File: src/rtl/dpam_pkg.sv
`timescale 1ns / 1ps
// ----------------------------------------------------------------------------
// dpam_pkg
// Types and codes shared by the dense polynomial add/multiply block.
// ----------------------------------------------------------------------------
package dpam_pkg;

  localparam int IDX_W  = 6;
  localparam int COEF_W = 32;
  localparam int DEPTH  = 1 << IDX_W;

  typedef logic [IDX_W-1:0]  idx_t;
  typedef logic [COEF_W-1:0] coef_t;
  typedef logic [2:0]        func_t;
  typedef logic [1:0]        err_t;

  localparam func_t FUNC_CLEAR  = 3'd0;
  localparam func_t FUNC_LOAD_A = 3'd1;
  localparam func_t FUNC_LOAD_B = 3'd2;
  localparam func_t FUNC_ADD    = 3'd3;
  localparam func_t FUNC_MUL    = 3'd4;

  localparam err_t ERR_NONE     = 2'd0;
  localparam err_t ERR_PRODUCT  = 2'd1;
  localparam err_t ERR_EXPONENT = 2'd2;

  // tag that travels with a coefficient pair through the MAC
  typedef struct packed {
    logic vld;
    logic last;
    idx_t k;
  } mac_tag_t;

  typedef struct packed {
    logic vld;
    idx_t k;
  } mac_wr_t;

endpackage

File: src/rtl/dpam_mac.sv
`timescale 1ns / 1ps
// ----------------------------------------------------------------------------
// dpam_mac
// Shared multiply-accumulate unit: registered 32x32 product, then an
// accumulator that is flushed on the last pair of each output coefficient.
// ----------------------------------------------------------------------------
module dpam_mac (
  input  logic              clk,
  input  logic              rst,
  input  dpam_pkg::mac_tag_t tag,
  input  dpam_pkg::coef_t   a,
  input  dpam_pkg::coef_t   b,
  output dpam_pkg::mac_wr_t wr,
  output dpam_pkg::coef_t   wr_data
);
  import dpam_pkg::*;

  mac_tag_t s2;
  coef_t    prod;
  coef_t    acc;

  always_ff @(posedge clk) begin
    if (rst) begin
      s2  <= '0;
      acc <= '0;
    end else begin
      s2 <= tag;
      if (s2.vld) begin
        acc <= s2.last ? '0 : acc + prod;
      end
    end
  end

  always_ff @(posedge clk) begin
    prod <= a * b;
  end

  assign wr.vld  = s2.vld && s2.last;
  assign wr.k    = s2.k;
  assign wr_data = acc + prod;

endmodule

File: config.mk
export PLATFORM = sky130hd
export DESIGN_NAME = dpam_mac
export DESIGN_NICKNAME = d
export VERILOG_FILES = /design/src/rtl/dpam_pkg.sv /design/src/rtl/dpam_mac.sv
export SDC_FILE = /design/constraint.sdc
export NUM_CORES = 1
export LEC_CHECK = 0
export BUFFER_PORTS_ARGS = -buffer_cell sky130_fd_sc_hd__buf_2
export CORE_MARGIN = 2
export CORE_UTILIZATION = 50
export CTS_CLUSTER_DIAMETER = 120
export DETAILED_ROUTE_END_ITERATION = 10
export PLACE_DENSITY = 0.68
export SLEW_MARGIN = 40
export SYNTH_ARGS = -nofsm -noshare
export SYNTH_HDL_FRONTEND = slang
export SYNTH_SLANG_ARGS = --single-unit
File: constraint.sdc
create_clock -name clk -period 20.7 [get_ports clk]
set_input_delay 3.105 -clock clk [delete_from_list [all_inputs] [get_ports clk]]
set_output_delay 3.105 -clock clk [all_outputs]
set_load 0.005 [all_outputs]
==> out/results.ini <==
[yosys]
ys.flop_type = dfxtp_1
synth_seq_area_share_pct = 7.51
yosysMostFrequentCell = fa_1
yosysTopAreaCellShare_pct = 42.6
synth_edf_count = 0
synth_area_um2 = 19200
ys_ff_latch = 72
synthTopCellsByCount = fa_1, inv_1, nand2_1
postSynthNetCount = 2774
synth_area_per_cell_um2 = 8.99
yosys-top-cells-area = fa_1, ha_1, and2_1
async_reset_ff_share_pct = 0
ys_types = 59
ys_warn_count = 0
netlist_instances = 2137
yosysTopAreaCell = fa_1

[worst_setup_path]
cp_data_required_time_ns = 20.90
crit_fanout = 27
critPathMostFrequentCell = fa_1
crit_slowest_cell = fa_1
arrival_ns = 10.09
worstSetupPathType = primary input to register
cp_top_family = adder cells
crit_buf_inv = 5
path_cells = buf_2, and2_1, fa_1, fa_1, fa_1, inv_1, fa_1, inv_1, fa_1, inv_1, fa_1, inv_1, fa_1, fa_1, ha_1, nand4_1, nor4_2, a21oi_2, o31ai_4, nor4_1, o41ai_2, a31oi_1, xnor2_1
slowest_delay_ns = 0.53
startpoint_type = primary input
endpoint_kind = register

[clock_network]
h-tree-depth = 3
cts.clk_slew.worst_paths_ns = 0.06
cts_made_buffers = 9
clock_latency_ns = 0.33
cts_setup_buffers = 0
cts_resized = 0
cts_sinks = 72
cts_root_buffer = clkbuf_16
cts_tree = done
cts_hold_buf = 0
clockBufferDepth = 2

[routing]
route.detailed.drc = 0
drtIter0Drc = 783
avgViaCountPerCell = 5.29
wl_per_cell_um = 18.2
vias = 14200
ant_nets = 0
firstDrtPassIters = 6
wirelength_um = 48700

[placed_design]
hpwl_um = 39200
numPortBuffers = 112
place_congestion = 0.914
placed_area_um2 = 20000

[sta]
drv_slew = 0
finClkSkew_ns = 0.00701
fmax_mhz = 101
period_share_pct = 47.8
timing.hold.ws_ns = 0.471
max_slew_margin_pct = 47.7
fin_crit_ns = 9.89
tns_ns = 0
hold_viol_final = 0
rsz0062_at_grt = no
worst_slew_pin_slew_ns = 0.785
setup_viol = 0

[global_routing]
grt_util_all_layers_pct = 25.7
globalRouteOverflowTotal = 0
grt_max_degree = 36
grt_pass1_vias = 15300
grt_pass1_wl_um = 79900
antenna_found_initial = 0

[run]
cap_violations = 0

[die]
die_w_um = 200
rows = 71
die_h_um = 200
initial_core_util_pct = 50.9
core_area_um2 = 37800
dieArea_um2 = 40000
io_pins = 113

[outcome]
outcome = finished clean

[cells_and_area]
final_cell_area_um2 = 20400
drive_above_1_share_pct = 6.75
syn2layout_area_growth_pct = 6.03
nets = 2795

[worst_hold_path]
hold_class = register to register

[area by class of cell]
type,instances,area (um^2)
Fill cell,3454,17400
Sequential cell,72,1440
Multi-Input combinational cell,1555,15800
Clock buffer,9,225
Timing Repair Buffer,116,591
Antenna cell,1,2.50
Clock inverter,7,120
Tap cell,511,639
Inverter,404,1520
[cell usage in the layout, fill, tap and decap left out, types with 7 or more instances in the layout]
cell / instances
fa_1: 409
inv_1: 403
nand2_1: 289
and2_1: 271
ha_1: 154
buf_2: 112
xnor2_1: 83
dfxtp_1: 72
nor2_1: 68
a21oi_1: 39
a21o_1: 35
xor2_1: 25
a22oi_1: 19
o21ai_0: 18
nand3_1: 17
nor3_1: 16
a211oi_1: 11
nor2b_1: 10
clkbuf_16: 9
o21a_1: 8
a31oi_1: 7
and3_1: 7
[flip-flops by register name (all words and copies together) (netlist names)]
| name | flops |
|---|---|
| s2 | 2 |
| acc | 32 |
| wr | 6 |
| prod | 32 |
[cells by family after synthesis]
group,share of synthesized area [%]
AOI/OAI and AO/OA,6.62
xor gates and xnor gates,4.93
adders and majority gates,52.7
buffers and inverters,10.1
DFF,7.51
muxes,0.0521
and+or+nand+nor,18.1
[tightest hold or removal path, cell delays in order, from the launching register on]
cell and delay (ns):
dfxtp_1 0.31, nand2_1 0.06, a21oi_1 0.05
[stage by stage]
step / utilization [%] / setup WS, ns / std cells
after floorplan: - / 10.85 / 2137
after global placement: 53.0 / 10.67 / 2658
after detailed placement: 53.0 / 10.54 / 2658
after CTS: 53.9 / 10.88 / 2674
after global routing: 53.9 / 10.50 / 2674
final: 53.9 / 10.81 / 2675
[path summary, 6_finish.rpt]
check,slack [ns],start,cells past startpoint,end
worst max-delay path,10.81,b[5],23,prod[31]$_DFF_P_
worst min-delay path,0.47,acc[15]$_SDFFE_PP0P_,2,acc[15]$_SDFFE_PP0P_
worst max register to register,17.50,acc[0]$_SDFFE_PP0P_,11,acc[24]$_SDFFE_PP0P_
worst min register to register,0.47,acc[15]$_SDFFE_PP0P_,2,acc[15]$_SDFFE_PP0P_
[metal layers]
metal  wire, um  track usage (%)  share of wire [%]
met1      21600             35.7                 44
met2      22700             42.7                 47
met3       2970             2.64                6.1
met4       1410             7.93                2.9
met5          0                0                  0
Power is not shown: default switching activity piles up to over one toggle a cycle in this logic, so the estimate is an artifact.
